==> src/rtl/eic_pkg.sv <==
// Shared types and constants for the event integrity checker.
package eic_pkg;

    localparam int WORD_W      = 32;
    localparam int EVNUM_W     = 26;
    localparam int INDEX_W     = 16;
    localparam int DW_W        = 11;
    localparam int TOL_W       = 16;
    localparam int TD_W        = TOL_W + DW_W;
    localparam int SQ_W        = 32;
    localparam int SQ_PART_W   = 18;
    localparam int BYTE_PART_W = 10;
    localparam int BSUM_W      = 24;
    localparam int AREA_W      = 16;
    localparam int CMP_W       = SQ_W + 8;
    localparam int CFG_ADDR_W  = 2;
    localparam int CFG_DATA_W  = 16;
    localparam int NDW_W       = 7;

    localparam logic [INDEX_W-1:0] POS_CLOCK    = 16'd0;
    localparam logic [INDEX_W-1:0] POS_START    = 16'd8;
    localparam logic [INDEX_W-1:0] POS_NUM      = 16'd9;
    localparam logic [INDEX_W-1:0] POS_HIT      = 16'd10;
    localparam logic [INDEX_W-1:0] FIRST_SAMPLE = 16'd11;
    localparam logic [INDEX_W-1:0] INDEX_MAX    = 16'hFFFF;

    localparam logic [CFG_ADDR_W-1:0] REG_DATA_WORDS = 2'd0;
    localparam logic [CFG_ADDR_W-1:0] REG_TOLERANCE  = 2'd1;
    localparam logic [CFG_ADDR_W-1:0] REG_KEEP_FIRST = 2'd2;
    localparam logic [CFG_ADDR_W-1:0] REG_AREA_CHECK = 2'd3;

    localparam logic [NDW_W-1:0] DATA_WORDS_RST = 7'd16;
    localparam logic [TOL_W-1:0] TOLERANCE_RST  = 16'd7680;

    typedef enum logic [2:0] {
        KIND_CLOCK,
        KIND_START,
        KIND_NUM,
        KIND_HIT,
        KIND_SAMPLE,
        KIND_AREA,
        KIND_NONE
    } word_kind_t;

    typedef struct packed {
        logic [DW_W-1:0] data_words;
        logic [TD_W-1:0] tol_times_words;
        logic            keep_first;
        logic            area_on;
    } cfg_t;

    typedef struct packed {
        logic [EVNUM_W-1:0] event_number;
        logic               is_reference;
        logic               clock_header_bad;
        logic               start_header_bad;
        logic               length_bad;
        logic               sequence_bad;
        logic               hitpattern_bad;
    } header_result_t;

    typedef struct packed {
        logic                   last;
        logic [SQ_PART_W-1:0]   sq_part;
        logic [BYTE_PART_W-1:0] byte_part;
        logic                   is_area;
        logic [AREA_W-1:0]      area_val;
        header_result_t         hdr;
    } word_info_t;

    typedef struct packed {
        header_result_t  hdr;
        logic [SQ_W-1:0] square_sum;
        logic            area_bad;
    } event_info_t;

    typedef struct packed {
        header_result_t hdr;
        logic           pulse_changed;
        logic           glitch;
        logic           area_bad;
    } result_t;

endpackage

==> src/rtl/eic_track.sv <==
// Word position tracking, header checks and the reference pulse store.
module eic_track #(
    parameter int MAX_DATA_WORDS = 64
) (
    input  logic                           aclk,
    input  logic                           aresetn,
    input  eic_pkg::cfg_t                  cfg,
    input  logic                           s_valid,
    output logic                           s_ready,
    input  logic [eic_pkg::WORD_W-1:0]     s_readout_word,
    input  logic                           s_last_word,
    output logic                           info_valid,
    input  logic                           info_ready,
    output eic_pkg::word_info_t            info
);

    localparam int ADDR_W = (MAX_DATA_WORDS > 1) ? $clog2(MAX_DATA_WORDS) : 1;

    logic [eic_pkg::WORD_W-1:0] pulse_mem [MAX_DATA_WORDS];

    logic                        accept;
    logic                        p1_go;
    logic [eic_pkg::INDEX_W-1:0] word_index_reg;
    logic [eic_pkg::INDEX_W-1:0] word_index_next;
    logic [eic_pkg::INDEX_W-1:0] count_next;
    logic [eic_pkg::INDEX_W-1:0] pos_rel;
    eic_pkg::word_kind_t         in_kind;

    logic                        p1_valid_reg;
    logic [eic_pkg::WORD_W-1:0]  p1_word_reg;
    logic                        p1_last_reg;
    eic_pkg::word_kind_t         p1_kind_reg;
    logic [eic_pkg::INDEX_W-1:0] p1_count_reg;
    logic [ADDR_W-1:0]           p1_addr_reg;
    logic [eic_pkg::WORD_W-1:0]  rd_data_reg;
    logic                        mem_we;

    logic [eic_pkg::WORD_W-1:0]  ref_clock_reg;
    logic [eic_pkg::WORD_W-1:0]  ref_start_reg;
    logic [eic_pkg::WORD_W-1:0]  ref_hit_reg;
    logic [eic_pkg::INDEX_W-1:0] ref_count_reg;
    logic [eic_pkg::EVNUM_W-1:0] prev_num_reg;
    logic [eic_pkg::EVNUM_W-1:0] cur_num_reg;
    logic                        have_ref_reg;
    logic                        clock_bad_reg, start_seen_reg, start_bad_reg;
    logic                        num_seen_reg, hit_seen_reg, hit_bad_reg;

    logic [eic_pkg::EVNUM_W-1:0] cur_num_next;
    logic                        clock_bad_next, start_seen_next, start_bad_next;
    logic                        num_seen_next, hit_seen_next, hit_bad_next;
    logic [eic_pkg::EVNUM_W:0]   expect_num;

    logic [7:0]                         b_byte, r_byte, diff;
    logic [15:0]                        diff_w;
    logic [eic_pkg::SQ_PART_W-1:0]      sq_sum;
    logic [eic_pkg::BYTE_PART_W-1:0]    byte_total;

    assign accept     = s_valid && s_ready;
    assign s_ready    = !p1_valid_reg || info_ready;
    assign p1_go      = p1_valid_reg && info_ready;
    assign info_valid = p1_valid_reg;

    // Position of the arriving word decides what it is.
    assign pos_rel    = word_index_reg - eic_pkg::FIRST_SAMPLE;
    assign count_next = (word_index_reg == eic_pkg::INDEX_MAX) ? eic_pkg::INDEX_MAX
                                                               : word_index_reg + 1'b1;
    assign word_index_next = s_last_word ? '0 : count_next;

    always_comb begin
        priority if (word_index_reg == eic_pkg::POS_CLOCK) begin
            in_kind = eic_pkg::KIND_CLOCK;
        end else if (word_index_reg == eic_pkg::POS_START) begin
            in_kind = eic_pkg::KIND_START;
        end else if (word_index_reg == eic_pkg::POS_NUM) begin
            in_kind = eic_pkg::KIND_NUM;
        end else if (word_index_reg == eic_pkg::POS_HIT) begin
            in_kind = eic_pkg::KIND_HIT;
        end else if (word_index_reg >= eic_pkg::FIRST_SAMPLE &&
                     pos_rel < eic_pkg::INDEX_W'(cfg.data_words)) begin
            in_kind = eic_pkg::KIND_SAMPLE;
        end else if (word_index_reg >= eic_pkg::FIRST_SAMPLE &&
                     pos_rel == eic_pkg::INDEX_W'(cfg.data_words)) begin
            in_kind = eic_pkg::KIND_AREA;
        end else begin
            in_kind = eic_pkg::KIND_NONE;
        end
    end

    always_ff @(posedge aclk) begin
        if (!aresetn) begin
            word_index_reg <= '0;
            p1_valid_reg   <= 1'b0;
        end else begin
            if (accept) begin
                word_index_reg <= word_index_next;
            end
            if (s_ready) begin
                p1_valid_reg <= s_valid;
            end
        end
    end

    always_ff @(posedge aclk) begin
        if (accept) begin
            p1_word_reg  <= s_readout_word;
            p1_last_reg  <= s_last_word;
            p1_kind_reg  <= in_kind;
            p1_count_reg <= count_next;
            p1_addr_reg  <= pos_rel[ADDR_W-1:0];
        end
    end

    // Reference pulse store: the entry for a sample word is read when the word
    // is taken, rewritten as it leaves, unless keep_first holds a reference.
    assign mem_we = p1_go && (p1_kind_reg == eic_pkg::KIND_SAMPLE) &&
                    (!have_ref_reg || !cfg.keep_first);

    always_ff @(posedge aclk) begin
        if (accept) begin
            rd_data_reg <= pulse_mem[pos_rel[ADDR_W-1:0]];
        end
        if (mem_we) begin
            pulse_mem[p1_addr_reg] <= p1_word_reg;
        end
    end

    // Per-word pulse contributions.
    always_comb begin
        sq_sum     = '0;
        byte_total = '0;
        b_byte     = '0;
        r_byte     = '0;
        diff       = '0;
        diff_w     = '0;
        for (int i = 0; i < 4; i++) begin
            b_byte     = p1_word_reg[8*i +: 8];
            r_byte     = rd_data_reg[8*i +: 8];
            diff       = (b_byte > r_byte) ? b_byte - r_byte : r_byte - b_byte;
            diff_w     = {8'd0, diff};
            sq_sum     = sq_sum + eic_pkg::SQ_PART_W'(diff_w * diff_w);
            byte_total = byte_total + eic_pkg::BYTE_PART_W'(b_byte);
        end
    end

    // Header flags including the word in this stage.
    always_comb begin
        clock_bad_next  = clock_bad_reg;
        start_seen_next = start_seen_reg;
        start_bad_next  = start_bad_reg;
        num_seen_next   = num_seen_reg;
        hit_seen_next   = hit_seen_reg;
        hit_bad_next    = hit_bad_reg;
        cur_num_next    = cur_num_reg;
        unique case (p1_kind_reg)
            eic_pkg::KIND_CLOCK: begin
                clock_bad_next = clock_bad_reg | (have_ref_reg && p1_word_reg != ref_clock_reg);
            end
            eic_pkg::KIND_START: begin
                start_seen_next = 1'b1;
                start_bad_next  = start_bad_reg | (have_ref_reg && p1_word_reg != ref_start_reg);
            end
            eic_pkg::KIND_NUM: begin
                num_seen_next = 1'b1;
                cur_num_next  = p1_word_reg[eic_pkg::EVNUM_W-1:0];
            end
            eic_pkg::KIND_HIT: begin
                hit_seen_next = 1'b1;
                hit_bad_next  = hit_bad_reg | (have_ref_reg && p1_word_reg != ref_hit_reg);
            end
            default: begin
            end
        endcase
    end

    // The expected number is formed one bit wider, so a wrap never matches.
    assign expect_num = {1'b0, prev_num_reg} + 1'b1;

    always_ff @(posedge aclk) begin
        if (!aresetn) begin
            ref_clock_reg  <= '0;
            ref_start_reg  <= '0;
            ref_hit_reg    <= '0;
            ref_count_reg  <= '0;
            prev_num_reg   <= '0;
            cur_num_reg    <= '0;
            have_ref_reg   <= 1'b0;
            clock_bad_reg  <= 1'b0;
            start_seen_reg <= 1'b0;
            start_bad_reg  <= 1'b0;
            num_seen_reg   <= 1'b0;
            hit_seen_reg   <= 1'b0;
            hit_bad_reg    <= 1'b0;
        end else if (p1_go) begin
            if (!have_ref_reg) begin
                if (p1_kind_reg == eic_pkg::KIND_CLOCK) begin
                    ref_clock_reg <= p1_word_reg;
                end
                if (p1_kind_reg == eic_pkg::KIND_START) begin
                    ref_start_reg <= p1_word_reg;
                end
                if (p1_kind_reg == eic_pkg::KIND_HIT) begin
                    ref_hit_reg <= p1_word_reg;
                end
            end
            if (p1_last_reg) begin
                if (!have_ref_reg) begin
                    ref_count_reg <= p1_count_reg;
                    have_ref_reg  <= 1'b1;
                end
                prev_num_reg   <= cur_num_next;
                cur_num_reg    <= '0;
                clock_bad_reg  <= 1'b0;
                start_seen_reg <= 1'b0;
                start_bad_reg  <= 1'b0;
                num_seen_reg   <= 1'b0;
                hit_seen_reg   <= 1'b0;
                hit_bad_reg    <= 1'b0;
            end else begin
                cur_num_reg    <= cur_num_next;
                clock_bad_reg  <= clock_bad_next;
                start_seen_reg <= start_seen_next;
                start_bad_reg  <= start_bad_next;
                num_seen_reg   <= num_seen_next;
                hit_seen_reg   <= hit_seen_next;
                hit_bad_reg    <= hit_bad_next;
            end
        end
    end

    always_comb begin
        info.last      = p1_last_reg;
        info.sq_part   = (p1_kind_reg == eic_pkg::KIND_SAMPLE && have_ref_reg) ? sq_sum : '0;
        info.byte_part = (p1_kind_reg == eic_pkg::KIND_SAMPLE) ? byte_total : '0;
        info.is_area   = (p1_kind_reg == eic_pkg::KIND_AREA);
        info.area_val  = p1_word_reg[eic_pkg::AREA_W-1:0];
        info.hdr.event_number     = cur_num_next;
        info.hdr.is_reference     = !have_ref_reg;
        info.hdr.clock_header_bad = have_ref_reg && clock_bad_next;
        info.hdr.start_header_bad = have_ref_reg && (!start_seen_next || start_bad_next);
        info.hdr.length_bad       = have_ref_reg && (p1_count_reg != ref_count_reg);
        info.hdr.sequence_bad     = have_ref_reg &&
                                    (!num_seen_next || {1'b0, cur_num_next} != expect_num);
        info.hdr.hitpattern_bad   = have_ref_reg && (!hit_seen_next || hit_bad_next);
    end

endmodule

==> config.mk <==
export PLATFORM = sky130hd
export DESIGN_NAME = eic_track
export DESIGN_NICKNAME = d
export VERILOG_FILES = /design/src/rtl/eic_pkg.sv /design/src/rtl/eic_track.sv
export SDC_FILE = /design/constraint.sdc
export NUM_CORES = 2
export LEC_CHECK = 0
export CAP_MARGIN = 10
export CORE_MARGIN = 1.5
export CORE_UTILIZATION = 60
export CTS_CLUSTER_DIAMETER = 60
export CTS_CLUSTER_SIZE = 25
export DETAILED_ROUTE_END_ITERATION = 16
export DONT_BUFFER_PORTS = 1
export PLACE_DENSITY = 0.76
export SLEW_MARGIN = 40
export SYNTH_ARGS = -nofsm -noshare
export SYNTH_HDL_FRONTEND = slang
export SYNTH_SLANG_ARGS = --single-unit
==> constraint.sdc <==
create_clock -name aclk -period 28.6 [get_ports aclk]
set_input_delay 2.86 -clock aclk [delete_from_list [all_inputs] [get_ports aclk]]
set_output_delay 2.86 -clock aclk [all_outputs]
set_load 0.1 [all_outputs]
==> results.sh <==
export IMPL_status="finished clean"
export IMPL_regMostFlops="pulse_mem"
export IMPL_synth_edf_count=2138
export IMPL_synth_cell_types=81
export IMPL_timing_rr_start="word_index_reg[0]"
export IMPL_ioPinCount=157
export IMPL_cp_arrival_ns=11.87
export IMPL_cp_slowest_cell="xor2_1"
export IMPL_period_share_pct=51.50
export IMPL_end_kind="output port"
export IMPL_crit_start="p1_word_reg[18]"
export IMPL_cp_max_fo=42
export IMPL_ff2ff_path_depth=7
export IMPL_fin_skew_ns=0.04381
export IMPL_drtIter0Drc=7241
export IMPL_fp_dieArea_mm2=0.1720
export IMPL_htree_num_levels=4
export IMPL_grt_pass1_wl_um=375500
export IMPL_portBuffers=0
export IMPL_finalHoldViolCount=0
export IMPL_grt_max_degree=184
export IMPL_synth_top_family_by_area="multiplexers"
export IMPL_place_gp_congestion=0.8885
export IMPL_grt_antenna_before_repair=26
export IMPL_clkSinkCount=2326
export IMPL_grt_pass1_vias=53850
export IMPL_cap_violations=0
export IMPL_synth_area_mm2=0.1017
export IMPL_drcViolationCount=0
export IMPL_grt_use_total_pct=30.68
export IMPL_endpoint="info[76]"
export IMPL_synth_mux_area_share_pct=15.37
export IMPL_worst_pin_slew_ns=0.8913
export IMPL_layout_commonest_cell="edfxtp_1"
export IMPL_rsz0062_at_grt="false"
export IMPL_die_x_um=414.7
export IMPL_crit_required_ns=25.74
export IMPL_path_clk_slew_ns=0.08
export IMPL_ys_ff_latch=2326
export IMPL_r2r_slack_ns=23.09
export IMPL_period_minus_slack_ns=14.73
export IMPL_drt_total_wl_um=261300
export IMPL_wl_per_cell_um=32.65
export IMPL_wl_met3_um=27430
export IMPL_dieHeight_um=414.7
export IMPL_slowest_delay_ns=0.68
export IMPL_cts_resized_gates=0
export IMPL_yosysSeqAreaShare_pct=66.82
export IMPL_drive_gt1_share_pct=21.89
export IMPL_overflow=0
export IMPL_area_growth_pct=8.752
export IMPL_hold_class="register to register"
export IMPL_cts_made_buffers=139
export IMPL_insertion_delay_ns=0.85
export IMPL_num_rows=150
export IMPL_final_cell_mix="edfxtp_1, mux4_2, inv_1"
export IMPL_synth_xor_area_share_pct=1.748
export IMPL_asyncSetResetFlopFracSynth_pct=0
export IMPL_synth_ff_type="edfxtp_1"
export IMPL_dpl_hpwl_um=150300
export IMPL_yosys_area_share_simple_pct=4.207
export IMPL_nNetsFinal=6161
export IMPL_setup_viol=0
export IMPL_top_layer="met5"
export IMPL_synth_compound_area_share_pct=2.938
export IMPL_synthAdderAreaFrac_pct=6.367
export IMPL_initial_core_util_pct=60.62
export IMPL_crit_path_frequent_cell="fa_1"
export IMPL_yosysWarningCount=0
export IMPL_vias=53560
export IMPL_max_clock_freq_mhz=67.90
export IMPL_wl_met1_um=93240
export IMPL_critPathKind="register to output port"
export IMPL_final_max_slew_viol_count=0
export IMPL_relSlewSlack_pct=40.13
export IMPL_setup_tns_ns=0
export IMPL_dr_pass1_iters=6
export IMPL_path_buf_inv=7
export IMPL_start_kind="register"
export IMPL_syn_avg_cell_area_um2=17.99
export IMPL_synth_nets=6125
export IMPL_clockRootBuffer="clkbuf_16"
export IMPL_synthCells=5654
export IMPL_core_region_area_mm2=0.1678
export IMPL_path_depth=31
export IMPL_cts_hold_buf=0
export IMPL_antenna_left=0
export IMPL_dr_wl_met2_um=128100
export IMPL_cts_buffer_depth=3
export IMPL_cts_tree="yes"
export IMPL_path_delay_family="adder cells"
export IMPL_drt_vias_per_instance=6.693
export IMPL_largest_reg_flops=2048
export IMPL_reg2reg_to="rd_data_reg[11]"
export IMPL_cts_setup_buffers=0
==> worst reg2reg max path, stage by stage, from the launching register on <==
cell and delay [ns]:
dfxtp_4 0.80, buf_4 0.68, buf_6 0.63, buf_6 0.61, buf_4 0.68, mux4_2 0.62
mux4_2 0.65, mux4_2 0.57
==> metrics by stage <==
step | worst slack (ns) | instance area, um^2 | instances | hold WS [ns] | util, %
6_report | 13.87 | 110600 | 8002 | 0.4670 | 65.93
5_1_grt | 13.39 | 110600 | 7998 | 0.4941 | 65.92
4_1_cts | 13.98 | 110500 | 7993 | 0.4685 | 65.84
3_5_place_dp | 14.92 | 105700 | 7749 | 0.4495 | 63.03
3_3_place_gp | 14.51 | 105400 | 7738 | 0.4389 | 62.79
2_1_floorplan | 14.83 | 101700 | 5654 | 0.4293 | -
==> how the worst min path moves through the flow <==
stage / from / to / slack (ns) / cells after the start
detailed placement: start_seen_reg / start_seen_reg / 0.45 / 2
global route: ref_start_reg[4] / ref_start_reg[4] / 0.49 / 2
CTS: start_seen_reg / start_seen_reg / 0.47 / 2
finish: start_seen_reg / start_seen_reg / 0.47 / 2
global placement: start_seen_reg / start_seen_reg / 0.44 / 2
floorplan: hit_seen_reg / hit_seen_reg / 0.43 / 2
==> metal layers <==
metal / GRT usage [%] / up-vias
met5: 0 / -
met4: 12.94 / 12
met3: 6.401 / 492
met2: 50.30 / 3201
met1: 40.37 / 27930
li1: - / 21930
==> area by class of cell <==
cell class                 count  area (um^2)
timing repair buffer         192         1790
antenna                        5        12.51
fill                       10830        57170
clock inverter                93         1166
multi-input combinational   2659        31960
inverter                     372         1399
clock buffer                 151         3555
sequential                  2326        67970
tap                         2204         2758
==> logic make-up (layout without fill, tap and decap cells) <==
logic type | after synthesis | in the layout
DFF | 2326 | 2326
buffers and inverters | 669 | 808
other | 0 | 5
and+or+nand+nor | 928 | 928
adders and majority gates | 394 | 394
AOI/OAI and AO/OA | 414 | 414
xor gates and xnor gates | 203 | 203
muxes | 720 | 720
==> synthesized netlist by cell type (11+ instances only) <==
cell	instances	area share [%]
nand2_1	350	1.3
o21ai_0	22	0.11
edfxtp_1	2138	63
and3_1	35	0.22
dfxtp_1	188	3.7
or3_1	14	0.086
fa_1	206	4.1
nand4_1	51	0.31
o211a_1	19	0.19
a22oi_1	36	0.27
xor2_1	29	0.25
nor4_1	20	0.12
inv_1	362	1.3
ha_1	188	2.3
nand2b_1	20	0.12
clkbuf_1	229	0.85
nand3_1	42	0.21
nor2_1	242	0.89
nor3_1	49	0.24
a31oi_1	19	0.12
a21boi_0	117	0.86
mux2i_1	35	0.34
mux2_2	11	0.12
buf_1	40	0.15
nor2b_1	47	0.29
mux4_2	672	15
buf_4	17	0.13
o21ai_1	14	0.069
a21oi_1	67	0.33
a21o_1	26	0.19
xnor2_1	174	1.5
Power is not shown: default switching activity piles up to over one toggle a cycle in this logic, so the estimate is an artifact.
